`src/mhl_pkg.sv`:
```
// ----------------------------------------------------------------------------
// mhl_pkg
// Shared types and constants of the median hysteresis level block.
// ----------------------------------------------------------------------------
package mhl_pkg;

  localparam int VAL_W   = 16;
  localparam int AGE_W   = 7;
  localparam int CNT_W   = 3;
  localparam int LVL_W   = 2;
  localparam int SLOTS   = 4;
  localparam int IDX_W   = 2;
  localparam int SCALE_W = VAL_W + 4;

  localparam logic [AGE_W-1:0] AGE_MAX = 7'd127;

  typedef logic [LVL_W-1:0] level_t;

  localparam level_t LVL_WAIT = 2'd0;
  localparam level_t LVL_OK   = 2'd1;
  localparam level_t LVL_FAIR = 2'd2;
  localparam level_t LVL_POOR = 2'd3;

  localparam logic [IDX_W-1:0] CFG_FAIR_EDGE  = 2'd0;
  localparam logic [IDX_W-1:0] CFG_POOR_EDGE  = 2'd1;
  localparam logic [IDX_W-1:0] CFG_HAS_LIMITS = 2'd2;

  localparam logic [VAL_W-1:0] FAIR_EDGE_RESET = 16'd220;
  localparam logic [VAL_W-1:0] POOR_EDGE_RESET = 16'd650;

  typedef struct packed {
    logic [VAL_W-1:0] fair_edge;
    logic [VAL_W-1:0] poor_edge;
    logic             has_limits;
  } cfg_t;

endpackage

```
`src/mhl_median.sv`:
```
// ----------------------------------------------------------------------------
// mhl_median
// Median of the first one to four held values, newest first.
// ----------------------------------------------------------------------------
module mhl_median (
  input  logic [mhl_pkg::VAL_W-1:0] values [mhl_pkg::SLOTS],
  input  logic [mhl_pkg::CNT_W-1:0] count,
  output logic [mhl_pkg::VAL_W-1:0] median
);

  logic [mhl_pkg::VAL_W-1:0] lo_a;
  logic [mhl_pkg::VAL_W-1:0] hi_a;
  logic [mhl_pkg::VAL_W-1:0] lo_b;
  logic [mhl_pkg::VAL_W-1:0] hi_b;
  logic [mhl_pkg::VAL_W-1:0] mid_lo;
  logic [mhl_pkg::VAL_W-1:0] mid_hi;
  logic [mhl_pkg::VAL_W-1:0] med3;
  logic [mhl_pkg::VAL_W:0]   sum2;
  logic [mhl_pkg::VAL_W:0]   sum4;

  always_comb begin
    lo_a   = (values[0] < values[1]) ? values[0] : values[1];
    hi_a   = (values[0] < values[1]) ? values[1] : values[0];
    lo_b   = (values[2] < values[3]) ? values[2] : values[3];
    hi_b   = (values[2] < values[3]) ? values[3] : values[2];
    mid_lo = (lo_a > lo_b) ? lo_a : lo_b;
    mid_hi = (hi_a < hi_b) ? hi_a : hi_b;
    med3   = (hi_a < values[2]) ? hi_a : values[2];
    med3   = (lo_a > med3) ? lo_a : med3;
    sum2   = {1'b0, values[0]} + {1'b0, values[1]};
    sum4   = {1'b0, mid_lo} + {1'b0, mid_hi};
    case (count)
      3'd1:    median = values[0];
      3'd2:    median = sum2[mhl_pkg::VAL_W:1];
      3'd3:    median = med3;
      3'd4:    median = sum4[mhl_pkg::VAL_W:1];
      default: median = '0;
    endcase
  end

endmodule

```
`src/mhl_judge.sv`:
```
// ----------------------------------------------------------------------------
// mhl_judge
// Level classification of the median with hysteresis on the way down.
// ----------------------------------------------------------------------------
module mhl_judge (
  input  logic [mhl_pkg::VAL_W-1:0] median,
  input  logic                      present,
  input  mhl_pkg::level_t           prev_level,
  input  mhl_pkg::cfg_t             cfg,
  output mhl_pkg::level_t           level
);

  logic [mhl_pkg::SCALE_W-1:0] scaled_val;
  logic [mhl_pkg::SCALE_W-1:0] scaled_fair;
  logic [mhl_pkg::SCALE_W-1:0] scaled_poor;
  logic                        below_fair;
  logic                        below_poor;
  mhl_pkg::level_t             raw;
  mhl_pkg::level_t             held;
  mhl_pkg::level_t             judged;

  always_comb begin
    scaled_val  = {1'b0, median, 3'b000} + {3'b000, median, 1'b0};
    scaled_fair = {1'b0, cfg.fair_edge, 3'b000} + {4'b0000, cfg.fair_edge};
    scaled_poor = {1'b0, cfg.poor_edge, 3'b000} + {4'b0000, cfg.poor_edge};
    below_fair  = scaled_val < scaled_fair;
    below_poor  = scaled_val < scaled_poor;

    if (median >= cfg.poor_edge) begin
      raw = mhl_pkg::LVL_POOR;
    end else if (median >= cfg.fair_edge) begin
      raw = mhl_pkg::LVL_FAIR;
    end else begin
      raw = mhl_pkg::LVL_OK;
    end

    case (prev_level)
      mhl_pkg::LVL_POOR: begin
        if (raw != mhl_pkg::LVL_POOR && below_poor) begin
          held = (raw == mhl_pkg::LVL_OK && below_fair) ? mhl_pkg::LVL_OK
                                                         : mhl_pkg::LVL_FAIR;
        end else begin
          held = mhl_pkg::LVL_POOR;
        end
      end
      mhl_pkg::LVL_FAIR: begin
        held = (raw == mhl_pkg::LVL_OK && below_fair) ? mhl_pkg::LVL_OK
                                                       : mhl_pkg::LVL_FAIR;
      end
      default: held = raw;
    endcase

    judged = (held > raw) ? held : raw;

    if (!cfg.has_limits) begin
      level = mhl_pkg::LVL_OK;
    end else if (!present) begin
      level = mhl_pkg::LVL_WAIT;
    end else begin
      level = judged;
    end
  end

endmodule

```
`src/median_hysteresis_level.sv`:
```
// ----------------------------------------------------------------------------
// median_hysteresis_level
// Median of the newest valid sensor samples with a three-level rating.
// ----------------------------------------------------------------------------
// Each input request carries one sample on s_tdata and its valid flag on
// s_tuser; a request with the flag low is a gap that only ages the held values.
// Every input request produces exactly one output request with the median of
// the held values, a present flag and the level (wait, ok, fair, poor).
// The edges and the limits switch are written through cfg_we, cfg_index and
// cfg_data; the user must write them only while no request is in flight, as the
// block does not enforce it. An unknown index is ignored. An accepted request
// is held in the input register, then the median, aging and rating logic writes
// the state and the output register. One request per cycle is sustained while
// m_tready is high; the rate is set by the single pass through the held-value
// update. When m_tready is low the result holds in the output register and
// one more request is still taken into an empty input register; after that
// s_tready drops. Reset empties both registers, forgets the held values, returns
// the level to wait and restores the edges to 220 and 650 with limits on.
// ----------------------------------------------------------------------------
module median_hysteresis_level #(
  parameter int RING_DEPTH   = 96,
  parameter int MEDIAN_COUNT = 4
) (
  input  logic                      clk,
  input  logic                      rst,
  input  logic                      s_tvalid,
  output logic                      s_tready,
  input  logic [15:0]               s_tdata,   // [15:0] sample_value
  input  logic                      s_tuser,   // [0] sample_valid
  output logic                      m_tvalid,
  input  logic                      m_tready,
  output logic [15:0]               m_tdata,   // [15:0] display_value
  output logic [2:0]                m_tuser,   // [0] value_present, [2:1] level
  input  logic                      cfg_we,
  input  logic [mhl_pkg::IDX_W-1:0] cfg_index,
  input  logic [15:0]               cfg_data
);

  localparam logic [mhl_pkg::AGE_W-1:0] DEPTH_AGE = mhl_pkg::AGE_W'(RING_DEPTH);
  localparam logic [mhl_pkg::CNT_W-1:0] CAP       = mhl_pkg::CNT_W'(MEDIAN_COUNT);

  logic                        in_valid;
  logic [mhl_pkg::VAL_W-1:0]   in_value;
  logic                        in_flag;

  logic [mhl_pkg::VAL_W-1:0]   held_value [mhl_pkg::SLOTS];
  logic [mhl_pkg::AGE_W-1:0]   held_age [mhl_pkg::SLOTS];
  logic [mhl_pkg::CNT_W-1:0]   held_count;
  mhl_pkg::level_t             current_level;
  mhl_pkg::cfg_t               cfg;

  logic                        out_valid;
  logic [mhl_pkg::VAL_W-1:0]   out_value;
  logic                        out_present;
  mhl_pkg::level_t             out_level;

  logic [mhl_pkg::VAL_W-1:0]   held_value_next [mhl_pkg::SLOTS];
  logic [mhl_pkg::AGE_W-1:0]   held_age_next [mhl_pkg::SLOTS];
  logic [mhl_pkg::AGE_W-1:0]   aged [mhl_pkg::SLOTS];
  logic [mhl_pkg::CNT_W-1:0]   kept;
  logic                        keep_run;
  logic [mhl_pkg::CNT_W-1:0]   held_count_next;
  logic [mhl_pkg::VAL_W-1:0]   median;
  mhl_pkg::level_t             level;
  logic                        advance;
  logic                        step;

  assign advance  = !out_valid || m_tready;
  assign s_tready = !in_valid || advance;
  assign step     = in_valid && advance;

  always_comb begin
    keep_run = 1'b1;
    kept     = '0;
    for (int i = 0; i < mhl_pkg::SLOTS; i++) begin
      aged[i] = (held_age[i] == mhl_pkg::AGE_MAX) ? held_age[i]
                                                  : held_age[i] + 1'b1;
      if (keep_run && mhl_pkg::CNT_W'(i) < held_count && aged[i] < DEPTH_AGE) begin
        kept = mhl_pkg::CNT_W'(i + 1);
      end else begin
        keep_run = 1'b0;
      end
    end

    if (in_flag) begin
      held_value_next[0] = in_value;
      held_age_next[0]   = '0;
      for (int i = 1; i < mhl_pkg::SLOTS; i++) begin
        held_value_next[i] = held_value[i-1];
        held_age_next[i]   = aged[i-1];
      end
      held_count_next = (kept < CAP) ? kept + 1'b1 : kept;
    end else begin
      for (int i = 0; i < mhl_pkg::SLOTS; i++) begin
        held_value_next[i] = held_value[i];
        held_age_next[i]   = aged[i];
      end
      held_count_next = kept;
    end
  end

  mhl_median u_median (
    .values (held_value_next),
    .count  (held_count_next),
    .median (median)
  );

  mhl_judge u_judge (
    .median     (median),
    .present    (held_count_next != '0),
    .prev_level (current_level),
    .cfg        (cfg),
    .level      (level)
  );

  always_ff @(posedge clk) begin
    if (rst) begin
      cfg.fair_edge  <= mhl_pkg::FAIR_EDGE_RESET;
      cfg.poor_edge  <= mhl_pkg::POOR_EDGE_RESET;
      cfg.has_limits <= 1'b1;
    end else if (cfg_we) begin
      case (cfg_index)
        mhl_pkg::CFG_FAIR_EDGE:  cfg.fair_edge  <= cfg_data;
        mhl_pkg::CFG_POOR_EDGE:  cfg.poor_edge  <= cfg_data;
        mhl_pkg::CFG_HAS_LIMITS: cfg.has_limits <= cfg_data[0];
        default: ;
      endcase
    end
  end

  always_ff @(posedge clk) begin
    if (rst) begin
      in_valid <= 1'b0;
    end else if (s_tready) begin
      in_valid <= s_tvalid;
    end
  end

  always_ff @(posedge clk) begin
    if (s_tready && s_tvalid) begin
      in_value <= s_tdata;
      in_flag  <= s_tuser;
    end
  end

  always_ff @(posedge clk) begin
    if (rst) begin
      held_count    <= '0;
      current_level <= mhl_pkg::LVL_WAIT;
      for (int i = 0; i < mhl_pkg::SLOTS; i++) begin
        held_age[i] <= '0;
      end
    end else if (step) begin
      held_count    <= held_count_next;
      current_level <= level;
      for (int i = 0; i < mhl_pkg::SLOTS; i++) begin
        held_age[i] <= held_age_next[i];
      end
    end
  end

  always_ff @(posedge clk) begin
    if (step) begin
      for (int i = 0; i < mhl_pkg::SLOTS; i++) begin
        held_value[i] <= held_value_next[i];
      end
      out_value   <= median;
      out_present <= held_count_next != '0;
      out_level   <= level;
    end
  end

  always_ff @(posedge clk) begin
    if (rst) begin
      out_valid <= 1'b0;
    end else if (advance) begin
      out_valid <= in_valid;
    end
  end

  assign m_tvalid = out_valid;
  assign m_tdata  = out_value;
  assign m_tuser  = {out_level, out_present};

  a_count_cap: assert property (@(posedge clk) disable iff (rst)
    held_count <= CAP)
    else $error("held count exceeds the median window");

  a_empty_zero: assert property (@(posedge clk) disable iff (rst)
    m_tvalid && !out_present |-> out_value == '0)
    else $error("empty result carries a nonzero value");

  a_empty_level: assert property (@(posedge clk) disable iff (rst)
    m_tvalid && !out_present |->
      (out_level == mhl_pkg::LVL_WAIT || out_level == mhl_pkg::LVL_OK))
    else $error("empty result carries a fair or poor level");

  a_no_limits: assert property (@(posedge clk) disable iff (rst)
    step && !cfg.has_limits |=> current_level == mhl_pkg::LVL_OK)
    else $error("level is not ok with limits off");

  a_level_track: assert property (@(posedge clk) disable iff (rst)
    step |=> current_level == out_level)
    else $error("stored level differs from the reported level");

endmodule

```
`config.mk`:
```
export PLATFORM = sky130hd
export DESIGN_NAME = median_hysteresis_level
export DESIGN_NICKNAME = d
export VERILOG_FILES = /design/src/mhl_pkg.sv /design/src/mhl_median.sv /design/src/mhl_judge.sv /design/src/median_hysteresis_level.sv
export SDC_FILE = /design/constraint.sdc
export NUM_CORES = 1
export LEC_CHECK = 0
export BUFFER_PORTS_ARGS = -buffer_cell sky130_fd_sc_hd__buf_2
export CAP_MARGIN = 25
export CELL_PAD_IN_SITES_DETAIL_PLACEMENT = 1
export CELL_PAD_IN_SITES_GLOBAL_PLACEMENT = 1
export CORE_ASPECT_RATIO = 1.5
export CORE_MARGIN = 3
export CORE_UTILIZATION = 50
export CTS_CLUSTER_SIZE = 10
export DETAILED_ROUTE_END_ITERATION = 8
export PLACE_DENSITY_LB_ADDON = 0.1
export SYNTH_ARGS = -nofsm -noshare
export SYNTH_HDL_FRONTEND = slang
export SYNTH_HIERARCHICAL = 1
export SYNTH_SLANG_ARGS = --single-unit
```
`constraint.sdc`:
```
create_clock -name clk -period 34.2 [get_ports clk]
set_input_delay 6.84 -clock clk [delete_from_list [all_inputs] [get_ports clk]]
set_output_delay 6.84 -clock clk [all_outputs]
set_load 0.02 [all_outputs]
```
======== Word level (Yosys, flattened, before mapping) ========
Memory sizes are Yosys's and may differ from the RTL's.
Index checks and enable logic that the tools add are counted.
operators by class
  equal/unequal tests ..................... 14
  multiplexer cells ....................... 42
  reduce and logical (&&, ||, !) cells .... 20
  magnitude comparators ................... 20
  bitwise gates (word level) .............. 4
  $add $sub $neg .......................... 10
operator list
  operator                                           number
  2-to-1 mux 16 bit                                  8
  < comparator 16 bit                                4
  2-to-1 mux 64 bit                                  1
  one-hot mux 16 bit (4 select lines)                1
  2-to-1 mux 7 bit                                   8
  adder 19 x 16 -> 20 bit                            2
  < comparator 20 bit                                2
  adder 16 x 16 -> 17 bit                            2
  greater-or-equal comparator 16 bit                 2
  > comparator 16 bit                                2
  adder 7 x 1 -> 7 bit, second input constant        4
  == test 7 bit, second input constant               4
  < comparator 7 bit, second input constant          4
  2-to-1 mux 28 bit                                  1
  adder 19 x 17 -> 20 bit                            1
  2-to-1 mux 2 bit                                   8
  2-to-1 mux 3 bit                                   4
  logical AND 1 bit                                  11
  2-to-1 mux 1 bit                                   10
  == test 2 bit, second input constant               3
  == test 3 x 2 -> 1 bit, second input constant      2
  < comparator 1 x 3 -> 1 bit, first input constant  2
  < comparator 2 x 3 -> 1 bit, first input constant  2
  AND reduction 2 bit                                3
  13 further kinds                                   19
word-level totals
  memories kept ........................... 2
  RAM bits ................................ 92
  output and inout bits ................... 21
  flip-flop bits (word level) ............. 76
  bits of input ports ..................... 40
  logic and storage cells ................. 124
memory list
  name        words  width  read ports  clocked after Yosys merged registers in  write ports  line                           text
  held_value  4      16     4           0                                        4            median_hysteresis_level.sv:46  logic [mhl_pkg::VAL_W-1:0] held_value [mhl_pkg::SLOTS];
  held_age    4      7      4           0                                        4            median_hysteresis_level.sv:47  logic [mhl_pkg::AGE_W-1:0] held_age [mhl_pkg::SLOTS];

======== Logic depth before layout (Yosys ltp) ========
An unclocked memory read counts as a cell.
  depth in word-level cells ............... 32
  gate-level depth with buffers ........... 61
  mapped depth without buffers ............ 55

======== Cells and area by module ========
The synthesis kept the hierarchy.
by module, submodules not included
  module                   cells each  seq. area each (µm²)  area each (µm²)  instances
  median_hysteresis_level  555         4644.5                7180.6           1
  mhl_median               793         0.0                   5577.8           1
  mhl_judge                461         0.0                   3513.4           1

======== Worst setup path after synthesis ========
Ideal clock, no wire load.
  path type ............................... input-to-output
  start point ............................. input port m_tready
  end point ............................... output port s_tready
  cell stages on the path ................. 2
  arrival time ............................ 7.210 ns
  data required time ...................... 27.360 ns
  setup slack ............................. 20.150 ns
  path buffers ............................ 0
  cell sequence ........................... nor2b_1 > nand2_1
between the ends
  cells in the longest elaborated chain, start to end .. 2
RTL lines
  what              line                           text
  from (decl)       median_hysteresis_level.sv:31  input logic m_tready,
  logical OR 1 bit  median_hysteresis_level.sv:68  assign advance = !out_valid || m_tready;
  logical OR 1 bit  median_hysteresis_level.sv:69  assign s_tready = !in_valid || advance;
  to (decl)         median_hysteresis_level.sv:27  output logic s_tready,
Every way passes these cells.

======== Worst setup path in the final report ========
Same ends and word-level chain as after synthesis.

==> reports/metrics.cfg <==
[clocking]
cts_sinks = 168
cts_tree = yes
clkLatencyLatePin_ns = 0.47
postCtsResizedCells = 0
cts_setup_buffers = 0
cts_made_buffers = 17
h-tree-depth = 4
path_clk_slew_ns = 0.07
cts_hold_buf = 0
cts_buffer_depth = 2
root_buffer = clkbuf_16

[detailed_routing]
wirelength_um = 50300
postRouteAntennaNets = 0
routed-via-count = 14138
avgRoutedWirePerCell_um = 22.2
drcViolationCount = 0
viasPerCell = 6.23
drt_iter0_drc = 639
drtPass1Iterations = 5

[floorplanning]
coreArea_sq_um = 31900
start_util = 0.510
die_h_um = 227
die_area_sq_um = 34800
ios = 61
fp-row-count = 80
fp.dieW_um = 153

[layout]
post-route-util = 0.549
n_fill_cell = 3732
layout-drive-gt1-share = 0.121
multiInputGateArea_sq_um = 10900
finalNonFillerCells = 2268
diodes = 0
ff_latch_area_sq_um = 4640
final_area_sq_um = 17500
area_growth_pct = 7.71
finalNetCount = 2128

[timing]
setup_slack_ns = 19.80
whs_ns = 0.489
maxSlewHeadroom = 0.366
fin_setup_tns_ns = 0
finalHoldViolations = 0
min_period_over_period = 0.421
grt_setup_unrepaired = false
fin_skew_ns = 0.0120
fin_crit_ns = 14.40
drv_slew = 0
setup_viol = 0
fmax_mhz = 69.4
worst_pin_slew_ns = 0.945

[global_route]
grt_max_degree = 63
grt_pass1_vias = 15181
grt_use_total = 0.288
grt_pass1_wl_um = 79600
overflow = 0
antenna_found_initial = 1

[yosys]
async_reset_ff_frac = 0
synth_ff_type = edfxtp_1
yosys.area.top_type_share = 0.236
synthTopCellsByCount = ha_1 (238), a21oi_1 (184), nand2_1 (155)
netlist.top_cell.by_area = edfxtp_1
synth-warning-count = 6
synth_seq_cells = 168
syn-num-nets = 2092
ys_seq_area_frac = 0.285
ys_types = 106
netlist_area_sq_um = 16300
avgSynthCellArea_sq_um = 8.99
syn_inst = 1809
synthTopCellsByArea = edfxtp_1 (24%), ha_1 (18%), a21oi_1 (5.7%)
post-synth-top-count-cell = ha_1
synth_edf_count = 128

[placement]
io_buffers = 60
pre_cts_ws_ns = 19.79
gp_congestion = 0.897
detailed_place.area_sq_um = 16900
hpwl_um = 40900
placedCellCount = 2234

[flow_run]
drv_cap = 0

[critical_path]
reg2reg_slack_ns = 19.92
cp_top_family = simple AND/OR/NAND/NOR gates
cp.arrival_ns = 7.56
reg2regPathDepth = 54
cpPeakStageDelay_ns = 0.32
cp.required_ns = 27.36
worstSetupStartpointType = input port
critPathMaxFanout = 4
crit_buf_inv = 2
cp.depth = 4
crit_end = s_tready
critPathCaptureType = output port
critical_path_class = in -> out
reg2reg_to = current_level[0]
cpMostUsedCell = buf_2
crit_start = m_tready
r2r-start = in_flag
cpMaxStageDelayCell = nor2b_1
worstPathCellList = buf_2 -> nor2b_1 -> nand2_1 -> buf_2

[min_path]
hold_path.class = reg -> reg

[outcome]
status = finished clean

[power]
vdd_drop_max_mv = 0.0417
power_mw = 1.11
power.leakage_nw = 7.62
power_density_nw_per_um2 = 63.4

-- report_power, final --
group          internal [mW]  switching, mW
sequential             0.236        0.00912
combinational          0.260          0.417
clock                 0.0955         0.0947
total                  0.591          0.520
-- worst reg2reg max path, delay by kind of cell, from the launching register on --
family                   cells  cell delay, ns
AO/OA/AOI/OAI               26            6.54
XOR/XNOR                     1            0.30
adder cells (fa/ha/maj)      7            2.37
buffers and inverters        4            1.42
flip-flops                   1            0.33
multiplexers                 4            1.25
AND/OR/NAND/NOR             12            1.91
-- cell type report --
type	instances	share of cell area
clock buffers	19	0.0249
inverters	134	0.0287
multi-input cells	1451	0.622
well taps	410	0.0293
clock inverters	13	0.00614
flip-flops and latches	168	0.265
repair buffers	73	0.0243
-- layer usage --
metal  up-vias  share of wire  global-route usage
met2       225           0.55               0.571
met5         -        0.00024                   0
li1       6769              -                   -
met3       125          0.018              0.0308
met1      7017           0.38               0.293
met4         2          0.054               0.156
-- cells by family after synthesis --
logic type	count (synthesis)	share of synthesized area
adders and majority gates	243	0.189
AOI/OAI and AO/OA	484	0.197
muxes	125	0.0827
and+or+nand+nor	529	0.161
buffers and inverters	190	0.0470
xor gates and xnor gates	70	0.0377
DFF	168	0.285
-- how the worst min path moves through the flow --
| stage | startpoint | endpoint | cells past startpoint |
|---|---|---|---|
| after floorplan | held_count[0] | held_count[0] | 2 |
| after global placement | cfg[3] | cfg[3] | 2 |
| after detailed placement | cfg[3] | cfg[3] | 2 |
| after CTS | cfg[3] | cfg[3] | 2 |
| after global routing | cfg[3] | cfg[3] | 2 |
| final | cfg[3] | cfg[3] | 2 |
-- flip-flops by register name, indices dropped and copies added (netlist names) --
signal / flops
held_value: 64
out_level: 2
m_tdata: 16
in_flag: 1
held_age: 28
m_tvalid: 1
current_level: 2
in_valid: 1
in_value: 16
out_present: 1
cfg: 33
held_count: 3
-- placed cells by master, fill, tap and decap left out, types with 11 or more instances in the layout --
| cell type | netlist | layout |
|---|---|---|
| a211oi_1 | 17 | 17 |
| a21oi_1 | 184 | 183 |
| nor2b_1 | 17 | 16 |
| nand4_1 | 20 | 20 |
| buf_2 | 4 | 60 |
| dfxtp_1 | 40 | 40 |
| nand3b_1 | 16 | 16 |
| nand3_1 | 39 | 39 |
| a31oi_1 | 14 | 14 |
| nor3_1 | 36 | 36 |
| a21o_1 | 43 | 43 |
| mux2i_1 | 49 | 49 |
| xor2_1 | 27 | 27 |
| inv_1 | 132 | 132 |
| mux2_2 | 76 | 76 |
| o211ai_1 | 17 | 17 |
| nand2b_1 | 16 | 16 |
| o21a_1 | 18 | 18 |
| edfxtp_1 | 128 | 128 |
| ha_1 | 238 | 238 |
| or3_1 | 11 | 11 |
| o21ai_0 | 61 | 61 |
| nor2_1 | 147 | 147 |
| and2_1 | 13 | 13 |
| nand2_1 | 155 | 155 |
| xnor2_1 | 43 | 43 |
| clkbuf_16 | 0 | 17 |
(Power assumes the default switching activity.)
